**config.mk**
```make
export PLATFORM = sky130hd
export DESIGN_NAME = battery_level_charge_monitor_flat
export DESIGN_NICKNAME = d
export VERILOG_FILES = /design/src/hw/rtl/blcm_pkg.sv /design/src/hw/rtl/blcm_if.sv /design/src/hw/rtl/battery_level_charge_monitor.sv /design/src/hw/rtl/blcm_ctrl.sv /design/src/hw/rtl/blcm_datapath.sv /design/src/flat_wrapper.sv
export SDC_FILE = /design/constraint.sdc
export NUM_CORES = 1
export LEC_CHECK = 0
export BUFFER_PORTS_ARGS = -buffer_cell sky130_fd_sc_hd__buf_2
export CORE_ASPECT_RATIO = 1.75
export CORE_MARGIN = 1.5
export CORE_UTILIZATION = 56
export DETAILED_ROUTE_END_ITERATION = 10
export GPL_ROUTABILITY_DRIVEN = 0
export PLACE_DENSITY = 0.78
export SKIP_LAST_GASP = 1
export SLEW_MARGIN = 15
export SYNTH_ARGS = -nofsm -noshare
export SYNTH_HDL_FRONTEND = slang
export SYNTH_SLANG_ARGS = --single-unit
```
**constraint.sdc**
```tcl
create_clock -name clock -period 7.2 [get_ports clock]
set_input_delay 2.16 -clock clock [delete_from_list [all_inputs] [get_ports clock]]
set_output_delay 2.16 -clock clock [all_outputs]
set_load 0.01 [all_outputs]
```
**src/hw/rtl/blcm_pkg.sv**
```systemverilog
// ----------------------------------------------------------------------------
// Battery monitor package
// Shared constants, types and helper functions for the battery level and
// charge monitor.
// ----------------------------------------------------------------------------
package blcm_pkg;

   localparam int MV_BITS   = 13;
   localparam int PCT_BITS  = 7;
   localparam int LED_BITS  = 3;
   localparam int MS_BITS   = 32;
   localparam int IVL_BITS  = 16;
   localparam int CSR_IDX_BITS  = 3;
   localparam int CSR_DATA_BITS = 16;

   localparam logic [MV_BITS-1:0] FULL_SCALE_MV = 13'd4200;
   localparam logic [MV_BITS-1:0] EMPTY_MV      = 13'd3300;

   // Division by the 900 mV span times 100 is a division by 9 on the
   // offset above empty, done as a reciprocal multiply and shift.
   localparam int SPAN_OFS_BITS = 10;
   localparam int RECIP_BITS    = 13;
   localparam int RECIP_SHIFT   = 16;
   localparam logic [RECIP_BITS-1:0] RECIP_NINTH = 13'd7282;

   localparam logic [PCT_BITS-1:0] LEVEL_HIGH = 7'd75;
   localparam logic [PCT_BITS-1:0] LEVEL_MID  = 7'd50;
   localparam logic [PCT_BITS-1:0] LEVEL_LOW  = 7'd25;

   localparam logic [LED_BITS-1:0] LED_NONE     = 3'd0;
   localparam logic [LED_BITS-1:0] LED_LVL_HIGH = 3'd1;
   localparam logic [LED_BITS-1:0] LED_LVL_MID  = 3'd2;
   localparam logic [LED_BITS-1:0] LED_LVL_LOW  = 3'd3;
   localparam logic [LED_BITS-1:0] LED_RED      = 3'd4;
   localparam logic [LED_BITS-1:0] LED_FULL     = 3'd5;

   localparam logic [CSR_IDX_BITS-1:0] CSR_CRITICAL_PERCENT = 3'd0;
   localparam logic [CSR_IDX_BITS-1:0] CSR_CHARGE_DELTA_MV  = 3'd1;
   localparam logic [CSR_IDX_BITS-1:0] CSR_FULL_CHARGE_MV   = 3'd2;
   localparam logic [CSR_IDX_BITS-1:0] CSR_CHECK_INTERVAL   = 3'd3;
   localparam logic [CSR_IDX_BITS-1:0] CSR_POWER_ON_WINDOW  = 3'd4;

   localparam logic [PCT_BITS-1:0] RST_CRITICAL_PERCENT = 7'd15;
   localparam logic [MV_BITS-1:0]  RST_CHARGE_DELTA_MV  = 13'd50;
   localparam logic [MV_BITS-1:0]  RST_FULL_CHARGE_MV   = 13'd4190;
   localparam logic [IVL_BITS-1:0] RST_CHECK_INTERVAL   = 16'd1000;
   localparam logic [IVL_BITS-1:0] RST_POWER_ON_WINDOW  = 16'd5000;

   typedef struct packed {
      logic load;
      logic scale;
      logic level;
      logic update;
   } blcm_cmd_type;

   function automatic logic [LED_BITS-1:0] level_color(input logic [PCT_BITS-1:0] pct);
      logic [LED_BITS-1:0] color;
      if (pct > LEVEL_HIGH) begin
         color = LED_LVL_HIGH;
      end else if (pct > LEVEL_MID) begin
         color = LED_LVL_MID;
      end else if (pct > LEVEL_LOW) begin
         color = LED_LVL_LOW;
      end else begin
         color = LED_RED;
      end
      return color;
   endfunction

endpackage

```
**src/hw/rtl/blcm_if.sv**
```systemverilog
// ----------------------------------------------------------------------------
// Battery monitor channels
// Valid/ready interfaces for the sample channel and the result channel.
// ----------------------------------------------------------------------------
interface blcm_req_if #(parameter int ADC_BITS = 12);
   logic                valid;
   logic                ready;
   logic [ADC_BITS-1:0] adc_code;
   logic [31:0]         now_ms;

   modport source (output valid, adc_code, now_ms, input ready);
   modport sink (input valid, adc_code, now_ms, output ready);
endinterface

interface blcm_rsp_if;
   logic        valid;
   logic        ready;
   logic [6:0]  battery_percent;
   logic [12:0] sample_mv;
   logic [2:0]  led_code;
   logic        charging;
   logic        charging_started;
   logic        full_charge;
   logic        warning_active;
   logic        warning_started;
   logic [12:0] peak_mv;

   modport source (output valid, battery_percent, sample_mv, led_code, charging,
                   charging_started, full_charge, warning_active, warning_started,
                   peak_mv, input ready);
   modport sink (input valid, battery_percent, sample_mv, led_code, charging,
                 charging_started, full_charge, warning_active, warning_started,
                 peak_mv, output ready);
endinterface

```
**src/hw/rtl/battery_level_charge_monitor.sv**
```systemverilog
// ----------------------------------------------------------------------------
// Battery level and charge monitor
// Scales converter samples to millivolts and percent, requests a level color
// after power-on, detects charging and full charge, and latches a warning.
// ----------------------------------------------------------------------------
// After an item is accepted, the millivolt multiply, the percent multiply
// and the state update are done in turn, and the result then becomes valid.
// The result stays valid until it is taken, and a new item is accepted no
// earlier than the cycle after that, so a new item is not taken before the
// result of the last one has been taken. The five configuration
// registers may be written at any time the block is idle and take effect on
// the next item.
module battery_level_charge_monitor
   import blcm_pkg::*;
#(
   parameter int ADC_BITS = 12
) (
   input  logic                     clock,
   input  logic                     reset,
   blcm_req_if.sink                 req_ch,
   blcm_rsp_if.source               rsp_ch,
   input  logic                     csr_we,
   input  logic [CSR_IDX_BITS-1:0]  csr_index,
   input  logic [CSR_DATA_BITS-1:0] csr_wdata
);

   blcm_cmd_type cmd;

   blcm_ctrl u_ctrl (
      .clock     (clock),
      .reset     (reset),
      .req_valid (req_ch.valid),
      .req_ready (req_ch.ready),
      .rsp_valid (rsp_ch.valid),
      .rsp_ready (rsp_ch.ready),
      .cmd       (cmd)
   );

   blcm_datapath #(
      .ADC_BITS (ADC_BITS)
   ) u_datapath (
      .clock            (clock),
      .reset            (reset),
      .cmd              (cmd),
      .csr_we           (csr_we),
      .csr_index        (csr_index),
      .csr_wdata        (csr_wdata),
      .adc_code         (req_ch.adc_code),
      .now_ms           (req_ch.now_ms),
      .battery_percent  (rsp_ch.battery_percent),
      .sample_mv        (rsp_ch.sample_mv),
      .led_code         (rsp_ch.led_code),
      .charging         (rsp_ch.charging),
      .charging_started (rsp_ch.charging_started),
      .full_charge      (rsp_ch.full_charge),
      .warning_active   (rsp_ch.warning_active),
      .warning_started  (rsp_ch.warning_started),
      .peak_mv          (rsp_ch.peak_mv)
   );

endmodule

```
**src/hw/rtl/blcm_ctrl.sv**
```systemverilog
// ----------------------------------------------------------------------------
// Battery monitor controller
// Sequences one item through scaling, level and state update, then holds
// the result until it is taken.
// ----------------------------------------------------------------------------
module blcm_ctrl
   import blcm_pkg::*;
(
   input  logic         clock,
   input  logic         reset,
   input  logic         req_valid,
   output logic         req_ready,
   output logic         rsp_valid,
   input  logic         rsp_ready,
   output blcm_cmd_type cmd
);

   typedef enum logic [2:0] {
      ST_IDLE,
      ST_SCALE,
      ST_LEVEL,
      ST_UPDATE,
      ST_DONE
   } state_type;

   state_type state_ff;

   always_ff @(posedge clock) begin
      if (reset) begin
         state_ff <= ST_IDLE;
      end else begin
         case (state_ff)
            ST_IDLE: begin
               if (req_valid) begin
                  state_ff <= ST_SCALE;
               end
            end
            ST_SCALE:  state_ff <= ST_LEVEL;
            ST_LEVEL:  state_ff <= ST_UPDATE;
            ST_UPDATE: state_ff <= ST_DONE;
            ST_DONE: begin
               if (rsp_ready) begin
                  state_ff <= ST_IDLE;
               end
            end
            default:   state_ff <= ST_IDLE;
         endcase
      end
   end

   assign req_ready  = (state_ff == ST_IDLE);
   assign rsp_valid  = (state_ff == ST_DONE);
   assign cmd.load   = req_ready & req_valid;
   assign cmd.scale  = (state_ff == ST_SCALE);
   assign cmd.level  = (state_ff == ST_LEVEL);
   assign cmd.update = (state_ff == ST_UPDATE);

endmodule

```
**src/hw/rtl/blcm_datapath.sv**
```systemverilog
// ----------------------------------------------------------------------------
// Battery monitor datapath
// Configuration registers, sample scaling, check timing and the charge and
// warning latches.
// ----------------------------------------------------------------------------
module blcm_datapath
   import blcm_pkg::*;
#(
   parameter int ADC_BITS = 12
) (
   input  logic                     clock,
   input  logic                     reset,
   input  blcm_cmd_type             cmd,
   input  logic                     csr_we,
   input  logic [CSR_IDX_BITS-1:0]  csr_index,
   input  logic [CSR_DATA_BITS-1:0] csr_wdata,
   input  logic [ADC_BITS-1:0]      adc_code,
   input  logic [MS_BITS-1:0]       now_ms,
   output logic [PCT_BITS-1:0]      battery_percent,
   output logic [MV_BITS-1:0]       sample_mv,
   output logic [LED_BITS-1:0]      led_code,
   output logic                     charging,
   output logic                     charging_started,
   output logic                     full_charge,
   output logic                     warning_active,
   output logic                     warning_started,
   output logic [MV_BITS-1:0]       peak_mv
);

   localparam int PROD_BITS = ADC_BITS + MV_BITS;
   localparam int PCT_PROD_BITS = SPAN_OFS_BITS + RECIP_BITS;

   logic [PCT_BITS-1:0] critical_ff;
   logic [MV_BITS-1:0]  delta_thr_ff;
   logic [MV_BITS-1:0]  full_mv_ff;
   logic [IVL_BITS-1:0] interval_ff;
   logic [IVL_BITS-1:0] window_ff;

   logic [ADC_BITS-1:0] code_ff;
   logic [MS_BITS-1:0]  now_ff;
   logic [MV_BITS-1:0]  mv_ff;
   logic [PCT_BITS-1:0] pct_ff;

   logic                charging_ff;
   logic                charging_in;
   logic                warning_ff;
   logic                warning_in;
   logic [MS_BITS-1:0]  last_ms_ff;
   logic [MV_BITS-1:0]  last_mv_ff;
   logic [MV_BITS-1:0]  peak_ff;
   logic [MV_BITS-1:0]  peak_in;

   logic [LED_BITS-1:0] led_ff;
   logic [LED_BITS-1:0] led_in;
   logic                started_ff;
   logic                started_in;
   logic                full_ff;
   logic                full_in;
   logic                warn_start_ff;
   logic                warn_start_in;

   logic [PROD_BITS-1:0]     mv_prod;
   logic [MV_BITS-1:0]       span_ofs;
   logic [PCT_PROD_BITS-1:0] pct_prod;
   logic [MS_BITS-1:0]       elapsed;
   logic                     check_due;
   logic signed [MV_BITS:0]  rise;

   always_ff @(posedge clock) begin
      if (reset) begin
         critical_ff  <= RST_CRITICAL_PERCENT;
         delta_thr_ff <= RST_CHARGE_DELTA_MV;
         full_mv_ff   <= RST_FULL_CHARGE_MV;
         interval_ff  <= RST_CHECK_INTERVAL;
         window_ff    <= RST_POWER_ON_WINDOW;
      end else if (csr_we) begin
         case (csr_index)
            CSR_CRITICAL_PERCENT: critical_ff  <= csr_wdata[PCT_BITS-1:0];
            CSR_CHARGE_DELTA_MV:  delta_thr_ff <= csr_wdata[MV_BITS-1:0];
            CSR_FULL_CHARGE_MV:   full_mv_ff   <= csr_wdata[MV_BITS-1:0];
            CSR_CHECK_INTERVAL:   interval_ff  <= csr_wdata[IVL_BITS-1:0];
            CSR_POWER_ON_WINDOW:  window_ff    <= csr_wdata[IVL_BITS-1:0];
            default: ;
         endcase
      end
   end

   assign mv_prod  = {{MV_BITS{1'b0}}, code_ff} * {{ADC_BITS{1'b0}}, FULL_SCALE_MV};
   assign span_ofs = mv_ff - EMPTY_MV;
   assign pct_prod = {{RECIP_BITS{1'b0}}, span_ofs[SPAN_OFS_BITS-1:0]}
                   * {{SPAN_OFS_BITS{1'b0}}, RECIP_NINTH};

   always_ff @(posedge clock) begin
      if (cmd.load) begin
         code_ff <= adc_code;
         now_ff  <= now_ms;
      end
      if (cmd.scale) begin
         mv_ff <= mv_prod[ADC_BITS +: MV_BITS];
      end
      if (cmd.level) begin
         if (mv_ff <= EMPTY_MV) begin
            pct_ff <= '0;
         end else begin
            pct_ff <= pct_prod[RECIP_SHIFT +: PCT_BITS];
         end
      end
   end

   assign elapsed   = now_ff - last_ms_ff;
   assign check_due = (elapsed >= {{(MS_BITS-IVL_BITS){1'b0}}, interval_ff});
   assign rise      = $signed({1'b0, mv_ff}) - $signed({1'b0, last_mv_ff});

   always_comb begin
      charging_in   = charging_ff;
      warning_in    = warning_ff;
      peak_in       = peak_ff;
      started_in    = 1'b0;
      full_in       = 1'b0;
      warn_start_in = 1'b0;
      if (now_ff < {{(MS_BITS-IVL_BITS){1'b0}}, window_ff}) begin
         led_in = level_color(pct_ff);
      end else begin
         led_in = LED_NONE;
      end
      if (check_due) begin
         if (last_mv_ff != '0) begin
            if (rise > $signed({1'b0, delta_thr_ff})) begin
               charging_in = 1'b1;
               started_in  = 1'b1;
               warning_in  = 1'b0;
            end else if (charging_ff && (mv_ff >= full_mv_ff)) begin
               full_in = 1'b1;
               led_in  = LED_FULL;
               peak_in = mv_ff;
            end
         end
         if (mv_ff > peak_in) begin
            peak_in = mv_ff;
         end
      end
      if ((pct_ff < critical_ff) && !charging_in && !warning_in) begin
         warning_in    = 1'b1;
         warn_start_in = 1'b1;
      end
   end

   always_ff @(posedge clock) begin
      if (reset) begin
         charging_ff <= 1'b0;
         warning_ff  <= 1'b0;
         last_ms_ff  <= '0;
         last_mv_ff  <= '0;
         peak_ff     <= '0;
      end else if (cmd.update) begin
         charging_ff <= charging_in;
         warning_ff  <= warning_in;
         peak_ff     <= peak_in;
         if (check_due) begin
            last_ms_ff <= now_ff;
            last_mv_ff <= mv_ff;
         end
      end
   end

   always_ff @(posedge clock) begin
      if (cmd.update) begin
         led_ff        <= led_in;
         started_ff    <= started_in;
         full_ff       <= full_in;
         warn_start_ff <= warn_start_in;
      end
   end

   assign battery_percent  = pct_ff;
   assign sample_mv        = mv_ff;
   assign led_code         = led_ff;
   assign charging         = charging_ff;
   assign charging_started = started_ff;
   assign full_charge      = full_ff;
   assign warning_active   = warning_ff;
   assign warning_started  = warn_start_ff;
   assign peak_mv          = peak_ff;

endmodule
```
**src/flat_wrapper.sv**
```systemverilog
// flat-port wrapper written by rule: the top's interface ports become plain ports
module battery_level_charge_monitor_flat import blcm_pkg::*;
#(
   parameter int ADC_BITS = 12
)
  (clock, reset, csr_we, csr_index, csr_wdata, req_ch_valid, req_ch_adc_code, req_ch_now_ms, req_ch_ready, rsp_ch_valid, rsp_ch_battery_percent, rsp_ch_sample_mv, rsp_ch_led_code, rsp_ch_charging, rsp_ch_charging_started, rsp_ch_full_charge, rsp_ch_warning_active, rsp_ch_warning_started, rsp_ch_peak_mv, rsp_ch_ready);
  blcm_req_if #(.ADC_BITS(ADC_BITS)) req_ch_i ();
  blcm_rsp_if rsp_ch_i ();
  input  logic clock;
  input  logic reset;
  input  logic csr_we;
  input  logic [CSR_IDX_BITS-1:0] csr_index;
  input  logic [CSR_DATA_BITS-1:0] csr_wdata;
  input wire logic [$bits(req_ch_i.valid)-1:0] req_ch_valid;
  input wire logic [$bits(req_ch_i.adc_code)-1:0] req_ch_adc_code;
  input wire logic [$bits(req_ch_i.now_ms)-1:0] req_ch_now_ms;
  output wire logic [$bits(req_ch_i.ready)-1:0] req_ch_ready;
  output wire logic [$bits(rsp_ch_i.valid)-1:0] rsp_ch_valid;
  output wire logic [$bits(rsp_ch_i.battery_percent)-1:0] rsp_ch_battery_percent;
  output wire logic [$bits(rsp_ch_i.sample_mv)-1:0] rsp_ch_sample_mv;
  output wire logic [$bits(rsp_ch_i.led_code)-1:0] rsp_ch_led_code;
  output wire logic [$bits(rsp_ch_i.charging)-1:0] rsp_ch_charging;
  output wire logic [$bits(rsp_ch_i.charging_started)-1:0] rsp_ch_charging_started;
  output wire logic [$bits(rsp_ch_i.full_charge)-1:0] rsp_ch_full_charge;
  output wire logic [$bits(rsp_ch_i.warning_active)-1:0] rsp_ch_warning_active;
  output wire logic [$bits(rsp_ch_i.warning_started)-1:0] rsp_ch_warning_started;
  output wire logic [$bits(rsp_ch_i.peak_mv)-1:0] rsp_ch_peak_mv;
  input wire logic [$bits(rsp_ch_i.ready)-1:0] rsp_ch_ready;
  assign req_ch_i.valid = req_ch_valid;
  assign req_ch_i.adc_code = req_ch_adc_code;
  assign req_ch_i.now_ms = req_ch_now_ms;
  assign req_ch_ready = req_ch_i.ready;
  assign rsp_ch_valid = rsp_ch_i.valid;
  assign rsp_ch_battery_percent = rsp_ch_i.battery_percent;
  assign rsp_ch_sample_mv = rsp_ch_i.sample_mv;
  assign rsp_ch_led_code = rsp_ch_i.led_code;
  assign rsp_ch_charging = rsp_ch_i.charging;
  assign rsp_ch_charging_started = rsp_ch_i.charging_started;
  assign rsp_ch_full_charge = rsp_ch_i.full_charge;
  assign rsp_ch_warning_active = rsp_ch_i.warning_active;
  assign rsp_ch_warning_started = rsp_ch_i.warning_started;
  assign rsp_ch_peak_mv = rsp_ch_i.peak_mv;
  assign rsp_ch_i.ready = rsp_ch_ready;
  battery_level_charge_monitor #(.ADC_BITS(ADC_BITS)) u_core (.clock(clock), .reset(reset), .req_ch(req_ch_i), .rsp_ch(rsp_ch_i), .csr_we(csr_we), .csr_index(csr_index), .csr_wdata(csr_wdata));
endmodule
```
======== Yosys cells after proc, flatten, opt, wreduce, memory -nomap -nowiden ========
Index checks and enable logic that the tools add are counted.
storage, ports and cells
  register bits ........................... 198
  input port bits ......................... 68
  output and inout bits ................... 43
  logic and storage cells ................. 90
cells by class
  add/subtract/negate cells ............... 3
  multiply operators ...................... 2
  magnitude comparators ................... 10
  equality and inequality tests ........... 10
  muxes and demuxes ....................... 26
  bitwise gates (word level) .............. 3
  reductions and logical operators ........ 17
operators by type and width
  kind                    number
  $mux 13                 5
  $ge 32x16->1            1
  $lt 32x16->1            1
  $sub 32x32->32          1
  $mux 3                  10
  $mul 10x12->22 const B  1
  $mul 12x10->22 const B  1
  $reduce_and 2->1        8
  $pmux 3 s5              1
  $gt 14x14->1            1
  $sub 13x13->14          1
  $ge 13x13->1            1
  $gt 13x13->1            1
  $le 13x12->1 const B    1
  $reduce_bool 13->1      1
  $eq 3x2->1 const B      4
  $mux 1                  10
  $sub 10x8->10 const B   1
  $gt 7x5->1 const B      1
  $gt 7x6->1 const B      1
  $gt 7x7->1 const B      1
  $lt 7x7->1              1
  $eq 3x1->1 const B      2
  $eq 3x3->1 const B      2
  other kinds (8)         13

======== Depth between registers and ports, before layout ========
Gate-level depths: netlist (run 1).
  word-level depth ........................ 9
  depth in mapped cells ................... 33
  gate-level depth less buffers ........... 31

======== Cells and area by module ========
From an unflattened synthesis (run 1), not the netlist that was laid out.
unflattened totals
  cell total of the unflattened synthesis .. 1644
  area total of the unflattened synthesis .. 14930.6 sq um
modules (own cells, without submodules)
  module         times used  cells each  area each (sq um)  sequential area each (sq um)
  blcm_datapath  1           1628        14782.9            4604.4
  blcm_ctrl      1           16          147.6              60.1

======== Worst setup path before layout (run 1) ========
No wires, ideal clock.
  path kind ............................... reg-to-reg
  start ................................... register u_core.u_datapath.mv_ff[0], in the netlist u_core.u_datapath.sample_mv[0]
  end ..................................... register u_core.u_datapath.peak_ff[10], in the netlist u_core.u_datapath.peak_mv[10]
  library setup time ...................... 72 ps
  arrival ................................. 6618 ps
  data required time ...................... 7128 ps
  slack ................................... 510 ps
  stages on the path, launching flop included .. 34
  buffers on the path ..................... 2
  period minus slack after synthesis ...... 6690 ps
  cell sequence ........................... edfxtp_1 inv_1 ha_1 fa_1 nor2b_1 o21ai_0 a21boi_0 o21ai_0 a21boi_0 o21ai_0 a21boi_0 o21ai_0 nor2b_1 xnor2_1 ha_1 nand4_1 or4_1 o221ai_1 a221oi_1 nor2_1 clkbuf_1 mux2i_1 ha_1 and4_1 nand3_1 a21oi_1 o41a_1 o21ai_0 a21oi_1 a211oi_1 o22ai_1 nand3_2 buf_4 mux2i_1
on the way
  word-level cells in the longest chain between the ends .. 8
  elaborated cells on any way between the ends .. 10
  classes of those cells .................. add/sub: 1; order compare: 3; mux: 5; reduce/logical: 1
ends and longest elaborated chain
  what                                                                    line                  source
  from (decl)                                                             blcm_datapath.sv:41   logic [MV_BITS-1:0] mv_ff;
  from (signal assigned)                                                  blcm_datapath.sv:99   mv_ff <= mv_prod[ADC_BITS +: MV_BITS];
  parallel branches: the longest is 7 deep, another holds $sub 13x13->14  --
  $mux 13 (*)                                                             blcm_datapath.sv:138  if (mv_ff > peak_in) begin
  to (signal assigned)                                                    blcm_datapath.sv:158  peak_ff <= peak_in;
  to (decl)                                                               blcm_datapath.sv:50   logic [MV_BITS-1:0] peak_ff;
Every way passes the cells marked *. The select of a mux whose other input is x is not followed.
A chain may end at the register's enable or synchronous reset.

======== Worst setup path in the final report (run 1) ========
  start ................................... register u_core.u_datapath.mv_ff[0], in the netlist u_core.u_datapath.sample_mv[0]
  end ..................................... register u_core.u_datapath.peak_ff[1], in the netlist u_core.u_datapath.peak_mv[1]
Same word-level chain as after synthesis.

==> flow_metrics.tcl, run 1 <==
set metrics [dict create \
    outcome "completed" \
    cts_hold_buffers 0 \
    worstPathRequired_ns 7.58 \
    cts_tree "yes" \
    timing.final.max_slew_violations 0 \
    post_synth_num_cell_types 75 \
    crit_type "reg -> reg" \
    max-slew-margin-rel 0.2797 \
    die_y_um 220.6 \
    synth-edff-count 70 \
    synth-seq-area-share 0.3078 \
    track_usage 0.2875 \
    multiInputGateArea_um2 9358 \
    htree_depth 4 \
    clockPowerShare 0.122 \
    routed-via-count 12710 \
    hold_path_class "reg -> reg" \
    synth_fp_nets 2045 \
    drt_pre_antenna_iters 7 \
    netlist_area_um2 15150 \
    post-route-period-util 0.9402 \
    finalSetupViolations 0 \
    worstPathMaxFanout 14 \
    antenna_found_initial 0 \
    routedWlPerCell_um 18.43 \
    dp_worst_setup_slack_ns 0.4877 \
    synthToLayoutAreaGrowth_pct 9.553 \
    leakage_nw 7.280 \
    grt_max_degree 75 \
    worst_setup_hold_path_clk_slew_ns 0.08 \
    finalNetCount 2129 \
    gr-total-overflow 0 \
    critPathBufInv 2 \
    syn_area_per_cell_um2 8.925 \
    post-cts-setup-buffer-count 0 \
    critPathSlowestCell "sky130_fd_sc_hd__or4_1" \
    std_cell_rows 79 \
    die_outline_area_um2 28100 \
    wirelength_um 39060 \
    drive_gt1_frac 0.1220 \
    met1Wirelength_um 13790 \
    hold_viol_final 0 \
    filler_cell_count 2221 \
    cts-buffers-inserted 17 \
    first_global_vias 12960 \
    path_delay_family "compound AO/OA/AOI/OAI gates" \
    ctsLongestPathBuffers 2 \
    diodes 0 \
    cts-root-buf "sky130_fd_sc_hd__clkbuf_16" \
    vias_per_cell 6.000 \
    final.min_clock_period_ns 6.770 \
    ys.flop_type "sky130_fd_sc_hd__dfxtp_1" \
    post-route-util 0.6244 \
    combPwrFrac 0.700 \
    power.switching_fraction 0.4608 \
    antenna_left 0 \
    end_kind "register" \
    wl_met2_um 20640 \
    synthesis.yosys.warnings 0 \
    clkLatencyLatePin_ns 0.46 \
    postSynthCellCount 1698 \
    seq_power_share 0.178 \
    worstMarginPinSlew_ns 1.076 \
    hpwlAfterDp_um 30500 \
    cts.sink_count 198 \
    fin_tns_setup_ns 0 \
    port_buffers 110 \
    boundaryPins 111 \
    power_per_cell_area_nw_per_um2 491.0 \
    grt_pass1_wl_um 62920 \
    critical_path.startpoint_type "register" \
    maxCapViolCount 0 \
    top_layer "met4" \
    ff_latch_area_um2 4664 \
    final.setup.worst_slack_ns 0.4303 \
    maxClockFrequency_mhz 147.7 \
    total_switching_power_mw 3.757 \
    horizontal_die_dimension_um 127.4 \
    met3_wirelength_um 1755 \
    finalClockSkew_ns 0.01382 \
    path_common_cell "sky130_fd_sc_hd__o21ai_0" \
    slowest_cell_delay_on_critical_path_ns 0.44 \
    drt_first_iter_violations 725 \
    critical_path_arrival_ns 7.15 \
    synth_async_sr_flop_share 0 \
    floorplan.initialDensity 0.5699 \
    synth.ff_latch_count 198 \
    irDropWorstVdd_v 0.0009172 \
    core_area_um2 26590 \
    internal_power_mw 4.396 \
    drc 0 \
    rsz0062_at_grt "false" \
]
## synth_stat cells, drive strengths merged, types with 6 or more instances
| library cell | instances | area share |
|---|---|---|
| edfxtp | 70 | 0.14 |
| o21bai | 6 | 0.0030 |
| nor4 | 13 | 0.0054 |
| and3 | 10 | 0.0041 |
| dfxtp | 128 | 0.17 |
| o211ai | 31 | 0.015 |
| nor2b | 15 | 0.0062 |
| or2 | 11 | 0.0045 |
| nand2 | 187 | 0.046 |
| o21ai | 78 | 0.026 |
| buf | 18 | 0.0084 |
| xnor2 | 35 | 0.020 |
| a21boi | 7 | 0.0035 |
| clkbuf | 48 | 0.012 |
| a31oi | 7 | 0.0029 |
| mux2i | 34 | 0.022 |
| nand4 | 14 | 0.0058 |
| ha | 241 | 0.20 |
| o21a | 21 | 0.010 |
| nor3 | 27 | 0.0089 |
| nand3 | 75 | 0.025 |
| nor2 | 59 | 0.015 |
| nand2b | 13 | 0.0054 |
| a21o | 30 | 0.015 |
| a21oi | 141 | 0.054 |
| inv | 224 | 0.055 |
| fa | 38 | 0.050 |
| a211oi | 9 | 0.0048 |
| and2 | 8 | 0.0033 |
| xor2 | 15 | 0.0087 |
## cell usage in the layout (no fill, tap or decap), types with 47 or more instances in the layout
master,count
sky130_fd_sc_hd__ha_1,241
sky130_fd_sc_hd__o21ai_0,47
sky130_fd_sc_hd__nor2_1,59
sky130_fd_sc_hd__edfxtp_1,70
sky130_fd_sc_hd__inv_1,222
sky130_fd_sc_hd__a21oi_1,111
sky130_fd_sc_hd__nand2_1,187
sky130_fd_sc_hd__dfxtp_1,128
sky130_fd_sc_hd__nand3_1,74
sky130_fd_sc_hd__buf_2,109
## flip-flops by register name, summed over array words and instances (netlist names), 16 cells and up
name and cells:
u_core.u_datapath.now_ff 32, u_core.u_datapath.last_ms_ff 32, u_core.u_datapath.interval_ff 16, u_core.u_datapath.window_ff 16
## cells by family (layout without fill, tap and decap cells)
logic type / count (synthesis) / after routing / share of synthesized area
compound gates: 392 / 392 / 0.1742
xor+xnor: 50 / 50 / 0.02890
fa+ha+maj: 279 / 279 / 0.2492
buf+inv: 291 / 388 / 0.07604
flops: 198 / 198 / 0.3078
mux: 37 / 37 / 0.02469
simple gates: 451 / 451 / 0.1392
## metrics by stage
step	power (mW)	hold slack, ns	cell area [µm²]	cells
finish	8.152	0.4592	16600	2119
global route	9.232	0.4785	16600	2119
CTS	8.249	0.4608	16590	2119
detailed placement	7.198	0.4494	15970	2087
global placement	6.929	0.4428	15970	2087
floorplan	5.848	0.4363	15150	1698
## cell type report
type                            instances  share of cell area
Sequential cell                       198              0.2810
Multi-Input combinational cell       1209              0.5636
Timing Repair Buffer                  131             0.04281
Inverter                              225             0.05087
Clock buffer                           19             0.02864
Clock inverter                         13            0.008667
Tap cell                              324             0.02442
## worst min-delay path, stage by stage (launching register included)
cell	delay (ns)
sky130_fd_sc_hd__dfxtp_1	0.31
sky130_fd_sc_hd__nand2_1	0.05
sky130_fd_sc_hd__a21oi_1	0.05
## power by group through the flow
| stage | combinational [mW] | clock [mW] | sequential, mW |
|---|---|---|---|
| 2_1_floorplan | 4.37 | 0 | 1.48 |
| 3_3_place_gp | 5.46 | 0 | 1.47 |
| 3_5_place_dp | 5.72 | 0 | 1.47 |
| 4_1_cts | 5.79 | 1.01 | 1.45 |
| 5_1_grt | 6.72 | 1.05 | 1.46 |
| 6_report | 5.71 | 0.993 | 1.45 |
## layer usage
| metal | track usage | vias to the layer above |
|---|---|---|
| li1 | - | 6100 |
| met1 | 0.2814 | 6033 |
| met2 | 0.5384 | 413 |
| met3 | 0.05029 | 167 |
| met4 | 0.2076 | 0 |
| met5 | 0 | - |
## path summary, 6_finish.rpt
check / start / to / slack (ns) / cells after the start
min reg2reg: u_core.u_datapath.critical_ff[5]$_SDFFE_PP0P_ / u_core.u_datapath.critical_ff[5]$_SDFFE_PP0P_ / 0.46 / 2
max: u_core.u_datapath.sample_mv[0]$_DFFE_PP_ / u_core.u_datapath.peak_mv[1]$_SDFFE_PP0P_ / 0.43 / 32
max reg2reg: u_core.u_datapath.sample_mv[0]$_DFFE_PP_ / u_core.u_datapath.peak_mv[1]$_SDFFE_PP0P_ / 0.43 / 32
min: u_core.u_datapath.critical_ff[5]$_SDFFE_PP0P_ / u_core.u_datapath.critical_ff[5]$_SDFFE_PP0P_ / 0.46 / 2
## timing repair
item                                   4_1_cts  5_1_grt
resized for setup                            0        2
endpoints found under the hold margin        0        0
setup endpoints to repair                    0       12
Power figures use the tool's default switching activity.
==> run 2: changes to the inputs <==
Settings changed: CTS_CLUSTER_SIZE from default to 20, SYNTH_HIERARCHICAL from default to 1.
==> flow_metrics.tcl, run 2 <==
set metrics [dict create \
    outcome "completed" \
    hold_path_class "reg -> reg" \
    filler_cell_count 2199 \
    htree_depth 4 \
    ff_latch_area_um2 4664 \
    multiInputGateArea_um2 9164 \
    critical_path.startpoint_type "register" \
    cts_tree "yes" \
    synth_fp_nets 1991 \
    drt_pre_antenna_iters 5 \
    syn_area_per_cell_um2 9.082 \
    floorplan.initialDensity 0.5730 \
    synth_top_cells_by_area "sky130_fd_sc_hd__ha_1, sky130_fd_sc_hd__dfxtp_1, sky130_fd_sc_hd__edfxtp_1, sky130_fd_sc_hd__inv_1, sky130_fd_sc_hd__nand2_1" \
    power_per_cell_area_nw_per_um2 521.3 \
    synth-edff-count 70 \
    horizontal_die_dimension_um 126.4 \
    gr-total-overflow 0 \
    hold_viol_final 0 \
    netlist_area_um2 14930 \
    drive_gt1_frac 0.1172 \
    finalNetCount 2074 \
    antenna_found_initial 1 \
    synth.ff_latch_count 198 \
    crit_type "reg -> reg" \
    antenna_left 0 \
    vias_per_cell 6.040 \
    post-route-util 0.6254 \
    first_global_vias 12640 \
    clkLatencyLatePin_ns 0.46 \
    irDropWorstVdd_v 0.0006356 \
    grt_pass1_wl_um 61540 \
    track_usage 0.2868 \
    worstPathRequired_ns 7.52 \
    grt_max_degree 79 \
    timing.final.max_slew_violations 0 \
    mostFrequentLayoutCell "sky130_fd_sc_hd__ha_1" \
    cts-buffers-inserted 17 \
    reg_top3 "u_core/u_datapath/last_ms_ff: 32 flops, u_core/u_datapath/now_ff: 32 flops" \
    post-route-period-util 0.9179 \
    die_outline_area_um2 27690 \
    cts-root-buf "sky130_fd_sc_hd__clkbuf_16" \
    synth_top_area_frac 0.2020 \
    slowest_cell_delay_on_critical_path_ns 0.49 \
    routedWlPerCell_um 18.93 \
    critPathSlowestCell "sky130_fd_sc_hd__a211o_2" \
    yosysMostFrequentCell "sky130_fd_sc_hd__ha_1" \
    rsz0062_at_grt "false" \
    max-slew-margin-rel 0.2152 \
    synth_top_cell_by_area "sky130_fd_sc_hd__ha_1" \
    post_synth_num_cell_types 76 \
    routed-via-count 12450 \
    worstPathMaxFanout 21 \
    maxCapViolCount 0 \
    synthesis.yosys.warnings 6 \
    core_area_um2 26060 \
    synth_async_sr_flop_share 0 \
    ctsLongestPathBuffers 2 \
    final_cell_mix "sky130_fd_sc_hd__ha_1, sky130_fd_sc_hd__inv_1, sky130_fd_sc_hd__nand2_1, sky130_fd_sc_hd__dfxtp_1, sky130_fd_sc_hd__a21oi_1" \
    final.min_clock_period_ns 6.609 \
    postSynthCellCount 1644 \
    drc 0 \
    end_kind "register" \
    worst_setup_hold_path_clk_slew_ns 0.07 \
    cts_hold_buffers 0 \
    leakage_nw 7.238 \
    path_common_cell "sky130_fd_sc_hd__o21ai_0" \
    fin_tns_setup_ns 0 \
    cts.sink_count 198 \
    hpwlAfterDp_um 30350 \
    ys.flop_type "sky130_fd_sc_hd__dfxtp_1" \
    synth-seq-area-share 0.3124 \
    std_cell_rows 78 \
    maxClockFrequency_mhz 151.3 \
    drt_first_iter_violations 718 \
    post_synth_most_frequent_cells "sky130_fd_sc_hd__ha_1, sky130_fd_sc_hd__inv_1, sky130_fd_sc_hd__nand2_1, sky130_fd_sc_hd__dfxtp_1, sky130_fd_sc_hd__a21oi_1" \
    die_y_um 219.0 \
    finalSetupViolations 0 \
    worstMarginPinSlew_ns 1.172 \
    synthToLayoutAreaGrowth_pct 9.151 \
    boundaryPins 111 \
    port_buffers 110 \
    wirelength_um 39020 \
    finalClockSkew_ns 0.01674 \
    critical_path_arrival_ns 6.93 \
]
-- run 2: through the flow --
stage | hold slack [ns] | total power [mW] | setup slack [ns] | instance area (µm²) | std cells
global route | 0.4781 | 9.327 | 0.04233 | 16300 | 2061
global placement | 0.4433 | 7.144 | 0.8629 | 15700 | 2028
floorplan | 0.4347 | 5.875 | 1.127 | 14930 | 1644
finish | 0.4564 | 8.495 | 0.5910 | 16300 | 2061
CTS | 0.4574 | 8.493 | 0.5400 | 16290 | 2060
detailed placement | 0.4473 | 7.494 | 0.5983 | 15700 | 2028
-- run 2: layer usage --
layer	global-route usage	part of all wire	up-vias	wire length (µm)
met2	0.5446	0.53	470	20800
met1	0.2733	0.34	5886	13390
met3	0.04169	0.044	173	1722
met5	0	0	-	0
li1	-	-	5919	-
met4	0.2226	0.080	0	3106
-- run 2: worst paths after layout --
kind	depth (start not counted)	slack, ns	to	start
worst min register to register	2	0.46	u_core/u_datapath/delta_thr_ff[9]$_SDFFE_PP0P_	u_core/u_datapath/delta_thr_ff[9]$_SDFFE_PP0P_
worst max register to register	29	0.59	u_core/u_datapath/peak_mv[8]$_SDFFE_PP0P_	u_core/u_datapath/sample_mv[0]$_DFFE_PP_
worst max-delay path	29	0.59	u_core/u_datapath/peak_mv[8]$_SDFFE_PP0P_	u_core/u_datapath/sample_mv[0]$_DFFE_PP_
worst min-delay path	2	0.46	u_core/u_datapath/delta_thr_ff[9]$_SDFFE_PP0P_	u_core/u_datapath/delta_thr_ff[9]$_SDFFE_PP0P_
-- run 2: layout make-up --
cell class	instances	share of cell area
Multi-Input combinational cell	1163	0.5623
Sequential cell	198	0.2862
Inverter	228	0.05251
Timing Repair Buffer	119	0.03808
Clock buffer	21	0.02702
Tap cell	320	0.02457
Clock inverter	11	0.009136
Antenna cell	1	0.0001536
-- run 2: where the power goes --
group | internal, mW | switching (mW)
Combinational | 2.66 | 3.38
Clock | 0.548 | 0.423
Sequential | 1.36 | 0.127
Total | 4.57 | 3.93
-- run 2: critical path: cells and delay by family (launching register included) --
| family | cells | cell delay (ns) |
|---|---|---|
| mux | 2 | 0.44 |
| buf+inv | 1 | 0.19 |
| fa+ha+maj | 4 | 1.07 |
| simple gates | 8 | 1.41 |
| xor+xnor | 1 | 0.13 |
| flops | 1 | 0.39 |
| compound gates | 13 | 2.84 |
-- run 2: what timing repair did --
| action | in CTS | in global routing |
|---|---|---|
| buffers inserted | 0 | 0 |
| resized for setup | 0 | 1 |
| endpoints found under the setup margin | 0 | 12 |
-- run 2: cell families (layout without fill, tap and decap cells) --
family,Yosys count,in the layout,share of synthesized area
mux,41,41,0.02765
other cells,0,1,0
simple gates,454,454,0.1443
fa+ha+maj,279,279,0.2529
buf+inv,283,379,0.07483
xor+xnor,52,52,0.03050
flops,198,198,0.3124
compound gates,337,337,0.1574
==> run 3: changes to the inputs <==
Settings changed: CAP_MARGIN from default to 20, CORE_UTILIZATION 56 to 50, PLACE_DENSITY 0.78 to 0.71.
==> flow_metrics.tcl, run 3 (synthesized netlist as in run 2, its figures left out) <==
set metrics [dict create \
    outcome "completed" \
    critical_path_arrival_ns 6.79 \
    reg_top3 "u_core/u_datapath/last_ms_ff: 32 flops, u_core/u_datapath/now_ff: 32 flops" \
    worstPathRequired_ns 7.38 \
    timing.final.max_slew_violations 0 \
    core_area_um2 29390 \
    power_per_cell_area_nw_per_um2 510.6 \
    routed-via-count 12290 \
    crit_type "reg -> reg" \
    std_cell_rows 83 \
    cts_tree "yes" \
    grt_util_met1 0.2537 \
    final_cell_area_um2 16400 \
    hold_viol_final 0 \
    finalSetupViolations 0 \
    worstMarginPinSlew_ns 1.027 \
    drive_gt1_frac 0.1216 \
    end_kind "register" \
    die_y_um 231.6 \
    irDropWorstVdd_v 0.0006635 \
    seq_power_share 0.177 \
    port_buffers 110 \
    reg2reg_depth 23 \
    ff_to_ff_setup_slack_ns 0.59 \
    first_global_vias 12480 \
    finalClockSkew_ns 0.01858 \
    rsz0062_at_grt "false" \
    critical_path.startpoint_type "register" \
    leakage_nw 7.263 \
    filler_cell_count 2610 \
    track_usage 0.2621 \
    post-route-period-util 0.9184 \
    ctsLongestPathBuffers 2 \
    cts-buffers-inserted 17 \
    global_route_layer_with_the_greatest_usage "met2" \
    max-slew-margin-rel 0.3127 \
    critical_path.endpoint "u_core/u_datapath/battery_percent[6]$_SDFFCE_PP0P_" \
    cts.sink_count 198 \
    total_switching_power_mw 3.885 \
    maxCapViolCount 0 \
    antenna_left 0 \
    post-cts-setup-buffer-count 0 \
    postPlaceCellArea_um2 15800 \
    hpwlAfterDp_um 31210 \
    combPwrFrac 0.711 \
    power.switching_fraction 0.4640 \
    gr-total-overflow 0 \
    use_met2 0.5050 \
    multiInputGateArea_um2 9179 \
    htree_depth 4 \
    vias_per_cell 5.781 \
    finalNetCount 2078 \
    final.min_clock_period_ns 6.613 \
    cts-root-buf "sky130_fd_sc_hd__clkbuf_16" \
    fin_tns_setup_ns 0 \
    floorplan.initialDensity 0.5080 \
    drt_pre_antenna_iters 7 \
    reg2reg_from "u_core/u_datapath/sample_mv[3]$_DFFE_PP_" \
    mostFrequentLayoutCell "sky130_fd_sc_hd__ha_1" \
    antenna_found_initial 0 \
    worst_setup_path_startpoint "u_core/u_datapath/sample_mv[3]$_DFFE_PP_" \
    worstPathMaxFanout 11 \
    worstReg2RegEnd "u_core/u_datapath/battery_percent[6]$_SDFFCE_PP0P_" \
    drc 0 \
    diodes 0 \
    horizontal_die_dimension_um 133.6 \
    synthToLayoutAreaGrowth_pct 9.846 \
    hold_path_class "reg -> reg" \
    worst_setup_hold_path_clk_slew_ns 0.07 \
    die_outline_area_um2 30950 \
    final_cell_mix "sky130_fd_sc_hd__ha_1, sky130_fd_sc_hd__inv_1, sky130_fd_sc_hd__nand2_1, sky130_fd_sc_hd__dfxtp_1, sky130_fd_sc_hd__a21oi_1" \
    clkLatencyLatePin_ns 0.46 \
    grt_max_degree 77 \
    routedWlPerCell_um 18.60 \
    ff_latch_area_um2 4664 \
    grt_pass1_wl_um 62690 \
    drt_first_iter_violations 856 \
    met3_global_route_usage 0.04112 \
    cts_hold_buffers 0 \
    postCtsResizedCells 0 \
    wirelength_um 39520 \
    internal_power_mw 4.488 \
    maxClockFrequency_mhz 151.2 \
    boundaryPins 111 \
    clockPowerShare 0.112 \
]
run 3: cell type report:
cell class | count | area share
clock buffers | 23 | 0.03113
inverters | 228 | 0.05218
clock inverters | 8 | 0.003814
flip-flops and latches | 198 | 0.2844
multi-input cells | 1163 | 0.5597
well taps | 382 | 0.02914
repair buffers | 123 | 0.03967
run 3: worst min-delay path by stage:
stage	slack [ns]	start	depth (start not counted)	endpoint
detailed placement	0.45	u_core/u_datapath/delta_thr_ff[9]$_SDFFE_PP0P_	2	u_core/u_datapath/delta_thr_ff[9]$_SDFFE_PP0P_
floorplan	0.43	u_core/u_datapath/last_mv_ff[11]$_SDFFE_PP0P_	2	u_core/u_datapath/last_mv_ff[11]$_SDFFE_PP0P_
finish	0.46	u_core/u_datapath/interval_ff[1]$_SDFFE_PP0P_	2	u_core/u_datapath/interval_ff[1]$_SDFFE_PP0P_
global placement	0.44	u_core/u_datapath/delta_thr_ff[9]$_SDFFE_PP0P_	2	u_core/u_datapath/delta_thr_ff[9]$_SDFFE_PP0P_
CTS	0.46	u_core/u_datapath/delta_thr_ff[9]$_SDFFE_PP0P_	2	u_core/u_datapath/delta_thr_ff[9]$_SDFFE_PP0P_
global route	0.48	u_core/u_datapath/interval_ff[13]$_SDFFE_PP0P_	2	u_core/u_datapath/interval_ff[13]$_SDFFE_PP0P_
run 3: critical path, cell delays in order (launching register included):
cell and delay, ns:
sky130_fd_sc_hd__edfxtp_1 0.65, sky130_fd_sc_hd__inv_1 0.18, sky130_fd_sc_hd__ha_1 0.30, sky130_fd_sc_hd__inv_1 0.13, sky130_fd_sc_hd__o21ai_0 0.12, sky130_fd_sc_hd__xnor2_1 0.41, sky130_fd_sc_hd__inv_1 0.14, sky130_fd_sc_hd__fa_1 0.57
sky130_fd_sc_hd__inv_1 0.07, sky130_fd_sc_hd__ha_1 0.28, sky130_fd_sc_hd__inv_1 0.05, sky130_fd_sc_hd__fa_1 0.51, sky130_fd_sc_hd__inv_1 0.06, sky130_fd_sc_hd__fa_1 0.54, sky130_fd_sc_hd__fa_1 0.43, sky130_fd_sc_hd__ha_1 0.31
sky130_fd_sc_hd__and4_1 0.17, sky130_fd_sc_hd__a32oi_1 0.23, sky130_fd_sc_hd__o211ai_1 0.21, sky130_fd_sc_hd__a311oi_1 0.31, sky130_fd_sc_hd__o21bai_1 0.17, sky130_fd_sc_hd__o31ai_1 0.27, sky130_fd_sc_hd__xnor2_1 0.16, sky130_fd_sc_hd__nor2_1 0.07
run 3: layer usage:
| layer | wire [µm] | vias to the layer above |
|---|---|---|
| met1 | 13660 | 5816 |
| met5 | 0 | - |
| met2 | 21450 | 388 |
| met4 | 2621 | 0 |
| li1 | - | 5932 |
| met3 | 1789 | 149 |
run 3: power groups by stage:
stage / registers (mW) / logic [mW] / clock network, mW
after floorplan: 1.49 / 4.39 / 0
after global placement: 1.51 / 5.69 / 0
after detailed placement: 1.51 / 5.91 / 0
after CTS: 1.48 / 5.95 / 0.956
after global routing: 1.50 / 6.75 / 0.997
final: 1.49 / 5.95 / 0.936
run 3: stage by stage:
| stage | cells | setup WS, ns | hold WS (ns) | total power, mW | util |
|---|---|---|---|---|---|
| floorplan | 1644 | 1.127 | 0.4347 | 5.875 | - |
| global placement | 2093 | 0.7537 | 0.4424 | 7.198 | 0.5377 |
| detailed placement | 2093 | 0.5054 | 0.4477 | 7.415 | 0.5377 |
| CTS | 2124 | 0.4727 | 0.4579 | 8.387 | 0.5572 |
| global route | 2125 | 0.03097 | 0.4783 | 9.247 | 0.5580 |
| finish | 2125 | 0.5872 | 0.4582 | 8.373 | 0.5580 |
